==> config.mk <==
export PLATFORM = sky130hd
export DESIGN_NAME = smm_mem
export DESIGN_NICKNAME = d
export VERILOG_FILES = /design/src/rtl/core/smm_pkg.sv /design/src/rtl/core/smm_mem.sv
export SDC_FILE = /design/constraint.sdc
export NUM_CORES = 1
export LEC_CHECK = 0
export BUFFER_PORTS_ARGS = -buffer_cell sky130_fd_sc_hd__buf_2
export CORE_MARGIN = 5
export CORE_UTILIZATION = 50
export CTS_BUF_LIST = sky130_fd_sc_hd__clkbuf_4 sky130_fd_sc_hd__clkbuf_8 sky130_fd_sc_hd__clkbuf_16
export DETAILED_ROUTE_END_ITERATION = 8
export PLACE_DENSITY = 0.79
export SLEW_MARGIN = 10
export SYNTH_ARGS = -nofsm -noshare
export SYNTH_HDL_FRONTEND = slang
export SYNTH_SLANG_ARGS = --single-unit
==> constraint.sdc <==
create_clock -name clk -period 9.07 [get_ports clk]
set_input_delay 2.721 -clock clk [delete_from_list [all_inputs] [get_ports clk]]
set_output_delay 2.721 -clock clk [all_outputs]
set_load 0.01 [all_outputs]
==> src/rtl/core/smm_pkg.sv <==
// Package for the small matrix multiplier: field widths, action and
// register codes, and the tag word that runs with the multiply-accumulate.
// No dependencies.
`default_nettype none

package smm_pkg;

    // field widths of the channels
    localparam int DATA_W    = 32;
    localparam int IDX_W     = 2;
    localparam int ACT_W     = 2;
    localparam int DIM_W     = 3;
    localparam int CFG_IDX_W = 2;

    // action codes of an input word
    localparam logic [ACT_W-1:0] ACT_LOAD_A  = 2'd0;
    localparam logic [ACT_W-1:0] ACT_LOAD_B  = 2'd1;
    localparam logic [ACT_W-1:0] ACT_COMPUTE = 2'd2;

    // configuration register indexes
    localparam logic [CFG_IDX_W-1:0] CFG_ROWS_A = 2'd0;
    localparam logic [CFG_IDX_W-1:0] CFG_COLS_A = 2'd1;
    localparam logic [CFG_IDX_W-1:0] CFG_ROWS_B = 2'd2;
    localparam logic [CFG_IDX_W-1:0] CFG_COLS_B = 2'd3;

    // dimension value after reset
    localparam logic [DIM_W-1:0] DIM_RESET = 3'd3;

    // control that travels with one read pair through the mac pipeline
    typedef struct packed {
        logic valid;
        logic first;
        logic last;
    } mac_tag_t;

endpackage

`default_nettype wire

==> src/rtl/core/smm_mem.sv <==
// Simple dual-port matrix store: one write port, one read port with
// registered read data. Depends on smm_pkg for the data width.
`default_nettype none

module smm_mem import smm_pkg::*;
#(
    parameter int DEPTH = 16,
    parameter int AW    = 4
)
(
    input  wire logic              clk,
    input  wire logic              we,
    input  wire logic [AW-1:0]     waddr,
    input  wire logic [DATA_W-1:0] wdata,
    input  wire logic              re,
    input  wire logic [AW-1:0]     raddr,
    output logic      [DATA_W-1:0] rdata
);

    logic [DATA_W-1:0] mem [DEPTH];

    // write port
    always_ff @(posedge clk)
    begin
        if (we)
        begin
            mem[waddr] <= wdata;
        end
    end

    // read port with registered read data
    always_ff @(posedge clk)
    begin
        if (re)
        begin
            rdata <= mem[raddr];
        end
    end

endmodule

`default_nettype wire

* Word level (Yosys, flattened, before mapping)
Memory sizes are Yosys's and may differ from the RTL's. A register that Yosys moved wholly into a read port is not among the register bits. Index checks and enable logic that the tools add are counted.
Storage, ports and cells: flip-flop bits (word level) 0, bits of input ports 43, memories kept 1, memory bits (writable) 512
Operators by class: muxes and demuxes 2
Memory list:
- mem | depth 16, width 32, read ports 1, clocked after Yosys merged registers in 1, write ports 1, line smm_mem.sv:20 | logic [DATA_W-1:0] mem [DEPTH];
Operator list (count):
- 1-bit two-way mux | 2

* Logic depth before layout (Yosys ltp)
depth in word-level cells 2, gate-level depth with buffers 5, mapped depth without buffers 3

* Worst setup path after synthesis
Ideal clock, no wire load.
path type input to register, start input port waddr[2], end memory mem[0][0], enable pin, slack 3169 ps, stages 2, arrival 5439 ps, required time 8609 ps, cells stage by stage or3b_2 -> nor3_1
RTL lines:
- start: declaration | line smm_mem.sv:13 | input wire logic [AW-1:0] waddr,
- end: declaration | line smm_mem.sv:20
Straight into the memory's write port.

==> impl_metrics.prom <==
# TYPE chip_impl_metric gauge
chip_impl_metric{name="cell_area_placed",unit="sq um"} 21300
chip_impl_metric{name="sinks_on_the_clock_net",unit=""} 544
chip_impl_metric{name="post-synth-top-area-fraction",unit=""} 0.810
chip_impl_metric{name="crit_fanout",unit=""} 76
chip_impl_info{name="cts_tree",value="yes"} 1
chip_impl_metric{name="finalHoldWorstSlack",unit="ps"} 743
chip_impl_metric{name="worstPathArrival",unit="ps"} 5140
chip_impl_metric{name="synth-seq-area-share",unit=""} 0.810
chip_impl_metric{name="grt_remaining_overflow",unit=""} 0
chip_impl_metric{name="via_count_of_the_first_global_routing_pass",unit=""} 9696
chip_impl_metric{name="share_of_the_cycle_needed_by_the_critical_path_after_routing",unit=""} 0.533
chip_impl_metric{name="finalHoldViolations",unit=""} 0
chip_impl_metric{name="postSynthCellCount",unit=""} 838
chip_impl_metric{name="syn_avg_cell_area",unit="sq um"} 24.1
chip_impl_metric{name="syn_to_final_growth",unit="%"} 13.4
chip_impl_metric{name="starting_density",unit=""} 0.507
chip_impl_info{name="clockRootBuffer",value="sky130_fd_sc_hd__clkbuf_16"} 1
chip_impl_metric{name="worst_slew_margin_rel",unit=""} 0.202
chip_impl_metric{name="count_of_routing_violations_after_the_opening_detailed_route_iteration",unit=""} 1139
chip_impl_info{name="run_status",value="completed"} 1
chip_impl_metric{name="synth_cell_types",unit=""} 17
chip_impl_info{name="post-synth-top-area-cell",value="sky130_fd_sc_hd__edfxtp_1"} 1
chip_impl_metric{name="final-max-slew-violation-count",unit=""} 0
chip_impl_metric{name="clock_insertion_delay_worst_skew",unit="ps"} 560
chip_impl_metric{name="remaining_drc_errors",unit=""} 0
chip_impl_metric{name="first_pass_iters",unit=""} 5
chip_impl_metric{name="clk_pin_slew_worst_paths",unit="ps"} 60
chip_impl_metric{name="cts.path.max_buffers",unit=""} 3
chip_impl_metric{name="gp_routability_congestion",unit=""} 0.719
chip_impl_metric{name="grt_first_pass_wirelength",unit="um"} 64100
chip_impl_metric{name="timing.setup.tns",unit="ps"} 0
chip_impl_info{name="min_path_type",value="flop to flop"} 1
chip_impl_metric{name="timing.clock.skew",unit="ps"} 15.3
chip_impl_metric{name="track_usage",unit=""} 0.197
chip_impl_info{name="synthTopCellsByArea",value="sky130_fd_sc_hd__edfxtp_1 (81%), sky130_fd_sc_hd__mux4_2 (14%), sky130_fd_sc_hd__a22oi_1 (2.4%), sky130_fd_sc_hd__nand2_1 (0.61%), sky130_fd_sc_hd__buf_4 (0.41%)"} 1
chip_impl_metric{name="synth.cell_area",unit="sq um"} 20200
chip_impl_metric{name="cellLeakagePower",unit="nW"} 7.29
chip_impl_info{name="worst-setup-path-type",value="input port to flop"} 1
chip_impl_metric{name="placement.io_buffers",unit=""} 74
chip_impl_metric{name="route.detailed.vias_per_inst",unit=""} 6.16
chip_impl_metric{name="fraction_of_layout_cells_with_a_size_suffix_above_1",unit=""} 0.329
chip_impl_metric{name="cts-resized-gates",unit=""} 0
chip_impl_metric{name="yosysWarningCount",unit=""} 0
chip_impl_metric{name="cts_buffers",unit=""} 50
chip_impl_metric{name="io_pins",unit=""} 75
chip_impl_metric{name="setup_viol_count_final",unit=""} 0
chip_impl_info{name="crit_path_start_kind",value="input port"} 1
chip_impl_metric{name="power.density_cell_area",unit="nW/um^2"} 223
chip_impl_metric{name="die_area",unit="sq um"} 44500
chip_impl_metric{name="finalInstanceArea",unit="sq um"} 22900
chip_impl_metric{name="core_area",unit="sq um"} 39800
chip_impl_metric{name="dr_total_vias",unit=""} 9284
chip_impl_metric{name="cp_data_required_time",unit="ps"} 9380
chip_impl_metric{name="grt_start_max_net_pins",unit=""} 82
chip_impl_metric{name="dp_hpwl",unit="um"} 22100
chip_impl_info{name="grt_setup_unrepaired",value="false"} 1
chip_impl_metric{name="finish.net_count",unit=""} 987
chip_impl_metric{name="synth.ff_latch_count",unit=""} 544
chip_impl_metric{name="period_needed",unit="ps"} 4830
chip_impl_metric{name="max-vdd-ir-drop",unit="uV"} 128
chip_impl_metric{name="htree_levels",unit=""} 2
chip_impl_metric{name="die_width",unit="um"} 211
chip_impl_metric{name="maxCapViolations",unit=""} 0
chip_impl_metric{name="post-cts-setup-buffer-count",unit=""} 0
chip_impl_metric{name="die_height",unit="um"} 211
chip_impl_metric{name="worst_slew_pin_slew",unit="ps"} 1200
chip_impl_info{name="worst_setup_path_end_kind",value="flop"} 1
chip_impl_metric{name="synth.net_count",unit=""} 881
chip_impl_metric{name="postRouteWirelength",unit="um"} 43300
chip_impl_metric{name="max_freq",unit="MHz"} 207
chip_impl_metric{name="wl_per_cell",unit="um"} 28.7
chip_impl_metric{name="std_cell_rows",unit=""} 73
chip_impl_metric{name="route.antenna.remaining_nets",unit=""} 0
chip_impl_metric{name="antenna_violations_before_repair",unit=""} 4
chip_impl_metric{name="hold_buffers",unit=""} 0
==> cell type report <==
class                      count  area, sq um
fill                        2816        17000
antenna                        2         5.00
timing repair buffer          97          554
multi-input combinational    251         3760
sequential                   544        16300
tap                          525          657
clock buffer                  65         1380
clock inverter                24          184
==> cell usage after synthesis, drive strengths merged <==
| cell | count |
|---|---|
| clkbuf | 17 |
| nand2 | 33 |
| nand3b | 2 |
| a22oi | 64 |
| nor3 | 4 |
| buf | 26 |
| edfxtp | 544 |
| nor2 | 13 |
| nor2b | 2 |
| or3b | 1 |
| and2 | 1 |
| nand2b | 2 |
| nand3 | 1 |
| mux4 | 128 |
==> worst max-delay path: stages <==
cell	delay (ps)
sky130_fd_sc_hd__clkbuf_8	670
sky130_fd_sc_hd__buf_4	670
sky130_fd_sc_hd__mux4_2	590
sky130_fd_sc_hd__a22oi_1	260
sky130_fd_sc_hd__nand2_1	90
==> state kept, by name (all words and copies together) (netlist names) <==
signal  flops
rdata      32
mem       512
==> logic make-up after synthesis <==
family,share of synthesized area
flops,0.810
mux,0.143
compound gates,0.0238
buf+inv,0.0110
simple gates,0.0125
==> report_power, final <==
part	internal, mW	total [mW]	switching, mW
clock	1.15	2.01	0.856
combinational	0.0959	0.242	0.146
sequential	2.83	2.85	0.0177
==> path summary, 6_finish.rpt <==
kind                     from        end  slack [ps]  cells past startpoint
hold / removal    mem[14][19]  rdata[19]         740                      3
setup reg to reg   mem[9][26]  rdata[26]        7530                      3
setup / recovery     raddr[0]  rdata[17]        4240                      5
hold reg to reg   mem[14][19]  rdata[19]         740                      3
==> through the flow <==
stage / total power [mW] / instances / utilization / setup WS (ps)
5_1_grt: 5.26 / 1508 / 0.574 / 3930
6_report: 5.10 / 1508 / 0.574 / 4240
3_3_place_gp: 3.13 / 1417 / 0.535 / 3640
3_5_place_dp: 3.15 / 1417 / 0.535 / 3590
2_1_floorplan: 3.04 / 838 / - / 3170
4_1_cts: 5.13 / 1506 / 0.574 / 4160
==> placed cells by master, fill, tap and decap left out <==
master / n
sky130_fd_sc_hd__a22oi_1: 64
sky130_fd_sc_hd__and2_2: 1
sky130_fd_sc_hd__buf_2: 72
sky130_fd_sc_hd__buf_4: 24
sky130_fd_sc_hd__bufinv_16: 3
sky130_fd_sc_hd__clkbuf_16: 51
sky130_fd_sc_hd__clkbuf_4: 14
sky130_fd_sc_hd__clkbuf_8: 1
sky130_fd_sc_hd__clkinv_1: 12
sky130_fd_sc_hd__clkinv_2: 8
sky130_fd_sc_hd__diode_2: 2
sky130_fd_sc_hd__edfxtp_1: 544
sky130_fd_sc_hd__inv_6: 1
sky130_fd_sc_hd__mux4_2: 128
sky130_fd_sc_hd__nand2_1: 33
sky130_fd_sc_hd__nand2b_1: 2
sky130_fd_sc_hd__nand3_1: 1
sky130_fd_sc_hd__nand3b_1: 2
sky130_fd_sc_hd__nor2_4: 13
sky130_fd_sc_hd__nor2b_4: 2
sky130_fd_sc_hd__nor3_2: 3
sky130_fd_sc_hd__nor3_4: 1
sky130_fd_sc_hd__or3b_2: 1
==> metal layers <==
metal / up-vias / part of all wire / global-route usage
met5: - / 0.00072 / 0
met4: 4 / 0.031 / 0.0715
met3: 84 / 0.080 / 0.0334
met2: 472 / 0.52 / 0.333
met1: 4911 / 0.37 / 0.261
li1: 3813 / - / -
Note: power is estimated with default switching activity, not from simulation.
