--- config.mk ---
export PLATFORM = sky130hd
export DESIGN_NAME = smm_mac
export DESIGN_NICKNAME = d
export VERILOG_FILES = /design/src/rtl/core/smm_pkg.sv /design/src/rtl/core/smm_mac.sv
export SDC_FILE = /design/constraint.sdc
export NUM_CORES = 1
export LEC_CHECK = 0
export BUFFER_PORTS_ARGS = -buffer_cell sky130_fd_sc_hd__buf_4
export CORE_MARGIN = 5
export CORE_UTILIZATION = 60
export DETAILED_ROUTE_END_ITERATION = 10
export PLACE_DENSITY = 0.78
export SLEW_MARGIN = 0
export SYNTH_ARGS = -nofsm -noshare
export SYNTH_HDL_FRONTEND = slang
export SYNTH_SLANG_ARGS = --single-unit
--- constraint.sdc ---
create_clock -name clk -period 7 [get_ports clk]
set_clock_uncertainty 0.1 [all_clocks]
set_input_delay 0.35 -clock clk [delete_from_list [all_inputs] [get_ports clk]]
set_output_delay 0.35 -clock clk [all_outputs]
set_load 0.02 [all_outputs]
--- src/rtl/core/smm_pkg.sv ---
// Package for the small matrix multiplier: field widths, action and
// register codes, and the tag word that runs with the multiply-accumulate.
// No dependencies.
`default_nettype none

package smm_pkg;

    // field widths of the channels
    localparam int DATA_W    = 32;
    localparam int IDX_W     = 2;
    localparam int ACT_W     = 2;
    localparam int DIM_W     = 3;
    localparam int CFG_IDX_W = 2;

    // action codes of an input word
    localparam logic [ACT_W-1:0] ACT_LOAD_A  = 2'd0;
    localparam logic [ACT_W-1:0] ACT_LOAD_B  = 2'd1;
    localparam logic [ACT_W-1:0] ACT_COMPUTE = 2'd2;

    // configuration register indexes
    localparam logic [CFG_IDX_W-1:0] CFG_ROWS_A = 2'd0;
    localparam logic [CFG_IDX_W-1:0] CFG_COLS_A = 2'd1;
    localparam logic [CFG_IDX_W-1:0] CFG_ROWS_B = 2'd2;
    localparam logic [CFG_IDX_W-1:0] CFG_COLS_B = 2'd3;

    // dimension value after reset
    localparam logic [DIM_W-1:0] DIM_RESET = 3'd3;

    // control that travels with one read pair through the mac pipeline
    typedef struct packed {
        logic valid;
        logic first;
        logic last;
    } mac_tag_t;

endpackage

`default_nettype wire

--- src/rtl/core/smm_mac.sv ---
// Multiply-accumulate pipeline: aligns the tag with the store read data,
// registers the 32-bit wrapped product, then accumulates. Depends on smm_pkg.
`default_nettype none

module smm_mac import smm_pkg::*;
(
    input  wire logic              clk,
    input  wire logic              rst_n,
    input  wire mac_tag_t          tag_in,
    input  wire logic [DATA_W-1:0] a_data,
    input  wire logic [DATA_W-1:0] b_data,
    output logic      [DATA_W-1:0] acc,
    output logic                   done
);

    mac_tag_t              tag1_reg;
    mac_tag_t              tag2_reg;
    logic [DATA_W-1:0]     prod_reg;
    logic [DATA_W-1:0]     acc_reg;
    logic [DATA_W-1:0]     acc_next;
    logic                  done_reg;
    logic [DATA_W-1:0]     full_prod;

    // tag stages follow the read latency and the multiplier register
    always_ff @(posedge clk or negedge rst_n)
    begin
        if (!rst_n)
        begin
            tag1_reg <= '0;
            tag2_reg <= '0;
            done_reg <= 1'b0;
        end
        else
        begin
            tag1_reg <= tag_in;
            tag2_reg <= tag1_reg;
            done_reg <= tag2_reg.valid && tag2_reg.last;
        end
    end

    // low half of the product is the same for signed and unsigned operands
    assign full_prod = a_data * b_data;

    // accumulator starts over on the first term of each element
    always_comb
    begin
        acc_next = acc_reg;
        if (tag2_reg.valid)
        begin
            acc_next = tag2_reg.first ? prod_reg : acc_reg + prod_reg;
        end
    end

    always_ff @(posedge clk)
    begin
        prod_reg <= full_prod;
        acc_reg  <= acc_next;
    end

    assign acc  = acc_reg;
    assign done = done_reg;

endmodule

`default_nettype wire

==> Word level (Yosys, flattened, before mapping) <==
Index checks and enable logic that the tools add are counted.
{ "op_classes": {"addsub": 1, "n_mul": 1, "mux": 1, "reduce_logical": 1} }
{ "op_table": {"columns": ["op", "n"], "rows": [
  ["$add 32x32->32", 1],
  ["$mul 32x32->32", 1],
  ["$mux 32", 1],
  ["$logic_and 1x1->1", 1]
]} }
{ "word_totals": {"ff_bits": 71, "out_inout_bits": 33, "word_cells": 13} }

==> Longest topological paths before layout <==
Gate-level depths: netlist (run 1).
{ "depth": {"ltp_word": 2, "depth_mapped": 28, "ltp_nobuf": 25} }

==> Worst setup path before layout (run 1) <==
OpenSTA, ideal clock, no wires.
{ "synth_timing": {"path_kind": "input to register", "startpoint": "input port a_data[12]", "endpoint": "register prod_reg[30]", "arrival_time_ns": 6.723, "setup_slack_ns": 0.105, "stages": 26, "path_cell_list": "clkbuf_1 > clkbuf_1 > nand2_1 > fa_1 > inv_1 > fa_1 > inv_1 > fa_1 > fa_1 > inv_1 > fa_1 > inv_1 > fa_1 > fa_1 > fa_1 > inv_1 > ha_1 > clkbuf_1 > a21o_1 > a21o_1 > a21oi_1 > o21ai_1 > a221oi_1 > o311ai_1 > a21oi_1 > xnor2_1"} }
{ "synth_via": {"elab_chain_cells": 1} }
{ "synth_rtl": {"columns": ["element", "line_no", "source"], "rows": [
  ["start: declaration", "smm_mac.sv:10", "input wire logic [DATA_W-1:0] a_data,"],
  ["$mul 32x32->32", "smm_mac.sv:42", "assign full_prod = a_data * b_data;"],
  ["via full_prod[30]", "smm_mac.sv:22", "logic [DATA_W-1:0] full_prod;"],
  ["end signal: assignment", "smm_mac.sv:56", "prod_reg <= full_prod;"],
  ["end: declaration", "smm_mac.sv:18", "logic [DATA_W-1:0] prod_reg;"]
]} }
The timed path passes the listed nets, and every way through them passes these cells.
A chain may end at the register's enable or synchronous reset.

==> Final worst setup path (run 1) <==
{ "layout_timing": {"startpoint": "input port b_data[2]", "endpoint": "register prod_reg[22]"} }
{ "layout_via": {"elab_chain_cells": 1} }
{ "layout_rtl": {"columns": ["element", "line_no", "source"], "rows": [
  ["start: declaration", "smm_mac.sv:11", "input wire logic [DATA_W-1:0] b_data,"],
  ["$mul 32x32->32", "smm_mac.sv:42", null],
  ["via full_prod[22]", "smm_mac.sv:22", null]
]} }
The timed path passes the listed nets, and every way through them passes these cells.

==> results of run 1 <==
Yosys cell counts, drive strengths merged, types with 4 or more instances:
library cell | instances | area, um2
a21o | 26 | 198
xnor2 | 75 | 657
nor2b | 6 | 37.5
a2111oi | 5 | 43.8
fa | 409 | 8190
inv | 406 | 1520
nand2b | 6 | 37.5
clkbuf | 96 | 360
nor3 | 7 | 35.0
ha | 154 | 1930
a21oi | 46 | 230
o21ai | 45 | 225
nand2 | 311 | 1170
nor2 | 27 | 101
o21a | 11 | 82.6
o31ai | 8 | 60.1
a211o | 5 | 43.8
xor2 | 34 | 298
dfxtp | 32 | 641
o21bai | 8 | 60.1
a31oi | 4 | 25.0
nand3 | 11 | 55.1
and2 | 274 | 1710
dfrtp | 7 | 175
a211oi | 6 | 55.1
edfxtp | 32 | 961
through the flow:
| step | worst slack, ns | setup TNS [ns] | hold WS, ns |
|---|---|---|---|
| after floorplan | 0.105 | 0 | -0.0456 |
| after global placement | 0.0365 | 0 | 0.0613 |
| after detailed placement | -0.0814 | -0.0814 | 0.0675 |
| after CTS | 0.267 | 0 | 0.0175 |
| after global routing | 0.00983 | 0 | 0.0198 |
| final | 0.321 | 0 | 0.0289 |
metal layers:
metal / GRT usage (%) / wire length [um] / up-vias
met5: 0 / 0 / -
met4: 6.05 / 1060 / 0
met3: 4.28 / 4200 / 90
met2: 43.1 / 21500 / 611
met1: 38.6 / 19800 / 7053
li1: - / - / 6345
cell families (layout without fill, tap and decap cells):
logic type / after synthesis / count (layout) / synth area share (%)
flops: 71 / 71 / 9.24
xor+xnor: 109 / 109 / 4.96
mux: 5 / 5 / 0.280
compound gates: 183 / 183 / 6.21
buf+inv: 503 / 546 / 9.82
fa+ha+maj: 563 / 563 / 52.6
simple gates: 656 / 656 / 16.9
layout make-up:
class / count / area [um2]
Clock buffer: 10 / 250
Clock inverter: 6 / 63.8
Fill cell: 2529 / 11000
Inverter: 406 / 1520
Multi-Input combinational cell: 1516 / 15600
Sequential cell: 71 / 1780
Tap cell: 402 / 503
Timing Repair Buffer: 124 / 933
critical path, delay by kind of cell:
family | cells | cell delay [ns]
fa+ha+maj | 9 | 3.74
compound gates | 7 | 1.89
buf+inv | 6 | 0.56
simple gates | 1 | 0.16
xor+xnor | 1 | 0.13
cells in the final DEF, fill, tap and decap left out, types with 17 or more instances in the layout:
master    count
fa_1        409
inv_1       406
nand2_1     311
and2_1      274
ha_1        154
buf_4       123
xnor2_1      75
a21oi_1      46
xor2_1       34
edfxtp_1     32
dfxtp_1      32
o21ai_0      28
nor2_1       27
a21o_1       24
o21ai_1      17
repair_timing:
action | 4_1_cts | 5_1_grt
hold buffers | 1 | 0
setup endpoints to repair | 0 | 1
buffers inserted | 0 | 0
resized for setup | 0 | 1
hold endpoints to repair | 7 | 0
worst paths after layout:
kind,start,end,slack (ns),cells past startpoint
min in group asynchronous,rst_n,tag2_reg[1],0.26,2
max in group asynchronous,rst_n,tag2_reg[0],6.42,2
worst min register to register,tag1_reg[1],tag2_reg[1],0.25,0
worst max register to register,acc[15],acc[30],3.71,10
worst max-delay path,b_data[2],prod_reg[22],0.32,24
worst min-delay path,tag_in[0],tag1_reg[0],0.03,1
==> results_dict.tcl, run 1 <==
set metrics [dict create \
    start_util_pct 60.8 \
    slowest_delay_ns 0.54 \
    htreeDepth 3 \
    overflow 0 \
    grt_setup_unrepaired "false" \
    period_minus_slack_ns 6.68 \
    cts_tree "yes" \
    crit_fanout 16 \
    async_flop_share_pct 9.86 \
    fp.dieW_um 189 \
    report.final.hold_viol_count 0 \
    avgSynthCellArea_um2 9.20 \
    dr.first_iter.drc_count 1131 \
    ys_types 51 \
    ant_nets 0 \
    synthCells 2090 \
    synth-seq-cells 71 \
    clock_latency_ns 0.33 \
    num-nets-final 2760 \
    num_io_pins 102 \
    fin_util_pct 65.2 \
    seq_area_frac_synth_pct 9.24 \
    numClockSinks 71 \
    synth_warnings 0 \
    cp-end-kind "flip-flop" \
    wire_per_inst_um 18.4 \
    grt_max_degree 58 \
    worstSetupPathType "input pin to flip-flop" \
    synth_edf_count 32 \
    crit_path_start_kind "input pin" \
    slew_headroom_pct 61.8 \
    drc 0 \
    dp_hpwl_um 38400 \
    cts_root_buf "clkbuf_16" \
    layout.cells.non_filler 2535 \
    diodes 0 \
    synth_ff_type "edfxtp_1" \
    maxCapViolCount 0 \
    grt_util_all_layers_pct 26.7 \
    finalSetupViolCount 0 \
    postPlaceCellArea_um2 20300 \
    drive_gt1_share_pct 6.99 \
    syn_to_final_growth_pct 7.24 \
    synth_area_um2 19200 \
    grt_pass1_vias 14896 \
    fin_area_um2 20600 \
    routabilityCongestion 0.916 \
    cp_slowest_cell "fa_1" \
    first_pass_iters 5 \
    cts_buffer_depth 2 \
    grt_pass1_wl_um 77100 \
    syn_nets 2722 \
    port_buffers 101 \
    fp.dieArea_um2 35700 \
    drt_wl_total_um 46600 \
    status "completed" \
    maxSlewViolCount 0 \
    hold_path_class "input pin to flip-flop" \
    post-route-period-util_pct 95.4 \
    numCtsBuffers 9 \
    num_vias 14099 \
    cpMostUsedCell "fa_1" \
    dp_cells 2518 \
    fp.dieH_um 189 \
    worstPathCellList "buf_4 > buf_4 > and2_1 > fa_1 > inv_1 > fa_1 > fa_1 > inv_1 > fa_1 > ha_1 > ha_1 > inv_1 > fa_1 > inv_1 > fa_1 > ha_1 > a2111oi_0 > o21ai_1 > a31oi_1 > o21ai_1 > a2111oi_0 > o21bai_1 > a21oi_1 > xnor2_1" \
    timing.fmax_mhz 150 \
    antenna_found_initial 0 \
    worstPathRequired_ns 7.15 \
    viasPerCell 5.56 \
    worst_ep_arrival_time_ns 6.83 \
    core-area_um2 31600 \
    rows 65 \
    clk_pin_slew_ns 0.06 \
    tightest_slew_ns 0.570 \
]
Power of run 1 is left out: the tool's default activity adds up to more than one toggle a clock period on the data nets, which glitch-free logic cannot reach.
==> run 2, diff against run 1 <==
--- a/config.mk
+++ b/config.mk
@@ -5,6 +5,7 @@
 export SDC_FILE = /design/constraint.sdc
 export NUM_CORES = 1
 export LEC_CHECK = 0
+export ABC_AREA = 1
 export BUFFER_PORTS_ARGS = -buffer_cell sky130_fd_sc_hd__buf_4
 export CORE_MARGIN = 5
 export CORE_UTILIZATION = 60
==> results_dict.tcl, run 2 <==
set metrics [dict create \
    status "completed" \
    clock_latency_ns 0.34 \
    synth_area_um2 20600 \
    num_vias 17034 \
    clk_pin_slew_ns 0.05 \
    cts-resized-gates 0 \
    viasPerCell 5.34 \
    grt_use_met2_pct 53.7 \
    core-area_um2 33700 \
    period_minus_slack_ns 6.46 \
    hold_path_class "input pin to flip-flop" \
    fp.dieH_um 195 \
    drc 0 \
    num-nets-final 3371 \
    fp.dieArea_um2 38200 \
    tns_ns 0 \
    synth_top_area_share_pct 39.7 \
    syn_to_final_growth_pct 6.15 \
    ant_nets 0 \
    routabilityCongestion 0.989 \
    synth_most_common_cell "nand2_1" \
    seq_area_frac_synth_pct 8.62 \
    num_io_pins 102 \
    overflow 0 \
    syn_nets 3357 \
    grt_setup_unrepaired "false" \
    grt_use_met1_pct 34.6 \
    fillCellCount 2952 \
    finalSetupViolCount 0 \
    fp.dieW_um 195 \
    synth_ff_type "edfxtp_1" \
    synth_edf_count 32 \
    synth.area.top_cells "fa_1 40%, nand2_1 15%, inv_1 14%" \
    drt_wl_total_um 55500 \
    tightest_slew_ns 0.852 \
    post-route-period-util_pct 92.2 \
    ys_types 45 \
    port_buffers 101 \
    maxCapViolCount 0 \
    grt_pass1_wl_um 90200 \
    cts_tree "yes" \
    worstSetupPathType "input pin to flip-flop" \
    grtUsageMet3_pct 3.15 \
    htreeDepth 3 \
    drive_gt1_share_pct 5.69 \
    cp-end-kind "flip-flop" \
    grt-busiest-layer "met2" \
    grt_pass1_vias 18061 \
    crit_path_start_kind "input pin" \
    first_pass_iters 6 \
    diodes 0 \
    rows 67 \
    postPlaceCellArea_um2 21600 \
    cts_root_buf "clkbuf_16" \
    synth-seq-cells 71 \
    synth_warnings 0 \
    dp_hpwl_um 46200 \
    cts_buffer_depth 2 \
    maxSlewViolCount 0 \
    start_util_pct 61.2 \
    grt_max_degree 41 \
    slew_headroom_pct 43.2 \
    async_flop_share_pct 9.86 \
    dr.first_iter.drc_count 1004 \
    fin_area_um2 21900 \
    grt_util_all_layers_pct 29.5 \
    crit_fanout 15 \
    antenna_found_initial 0 \
    numCtsBuffers 9 \
    layout.cells.non_filler 3192 \
    worst_ep_arrival_time_ns 6.59 \
    yosys.area.top_type "fa_1" \
    numClockSinks 71 \
    netlist_top_cells_count "810 x nand2_1, 766 x inv_1, 409 x fa_1" \
    final_cell_mix "810 x nand2_1, 766 x inv_1, 409 x fa_1, 154 x ha_1, 112 x buf_4" \
    r2r_slack_ns 4.07 \
    timing.fmax_mhz 155 \
    layout_commonest_cell "nand2_1" \
    worstPathRequired_ns 7.14 \
    wire_per_inst_um 17.4 \
    report.final.hold_viol_count 0 \
    dp_cells 3175 \
    synthCells 2725 \
    avgSynthCellArea_um2 7.57 \
]
-- run 2: cell type report --
cell class / instances / area, um2 / share of cell area (%)
Clock buffer: 12 / 268 / 1.22
Clock inverter: 4 / 50.0 / 0.229
Inverter: 768 / 2880 / 13.2
Multi-Input combinational cell: 1776 / 15500 / 70.8
Sequential cell: 71 / 1780 / 8.12
Tap cell: 448 / 561 / 2.56
Timing Repair Buffer: 113 / 851 / 3.89
-- run 2: final timing paths --
check | from | end | depth (start not counted)
worst max-delay path | b_data[3] | prod_reg[30] | 24
min in group asynchronous | rst_n | tag2_reg[1] | 2
worst min register to register | tag1_reg[1] | tag2_reg[1] | 0
max in group asynchronous | rst_n | tag2_reg[2] | 2
worst min-delay path | tag_in[0] | tag1_reg[0] | 1
worst max register to register | acc[14] | acc[25] | 10
-- run 2: critical path, cell delays in order --
cell and delay (ns):
buf_4 0.21, buf_4 0.27, nand2_1 0.10, fa_1 0.43
fa_1 0.53, inv_1 0.06, fa_1 0.48, inv_1 0.06
fa_1 0.55, inv_1 0.06, fa_1 0.50, inv_1 0.05
fa_1 0.55, fa_1 0.48, fa_1 0.52, inv_1 0.05
ha_1 0.35, nand2_1 0.10, inv_1 0.08, nand3_1 0.09
or3_1 0.35, o221a_2 0.25, nand3_1 0.08, nand2_1 0.05
-- run 2: through the flow --
step	util [%]	setup slack (ns)	hold slack (ns)
2_1_floorplan	-	0.536	-0.0456
3_3_place_gp	64.0	0.320	0.0633
3_5_place_dp	64.0	0.176	0.0663
4_1_cts	64.9	0.542	0.0119
5_1_grt	64.9	0.192	0.0112
6_report	64.9	0.544	0.0201
-- run 2: logic make-up (layout without fill, tap and decap cells) --
group	count (synthesis)	count (layout)	synth area share, %
flops	71	71	8.62
simple gates	1002	1002	19.4
xor+xnor	45	45	1.91
fa+ha+maj	563	563	49.1
buf+inv	878	897	16.2
compound gates	166	166	4.80
-- run 2: per-layer routing --
| layer | wire, um | vias up |
|---|---|---|
| met5 | 0 | - |
| met4 | 3130 | 0 |
| met3 | 3360 | 205 |
| met2 | 28400 | 673 |
| met1 | 20600 | 8283 |
| li1 | - | 7873 |
-- run 2: what timing repair did --
action,in CTS,in global routing
hold buffers,1,0
setup buffers,0,0
hold endpoints to repair,7,0
Power of run 2 is left out for the same reason.
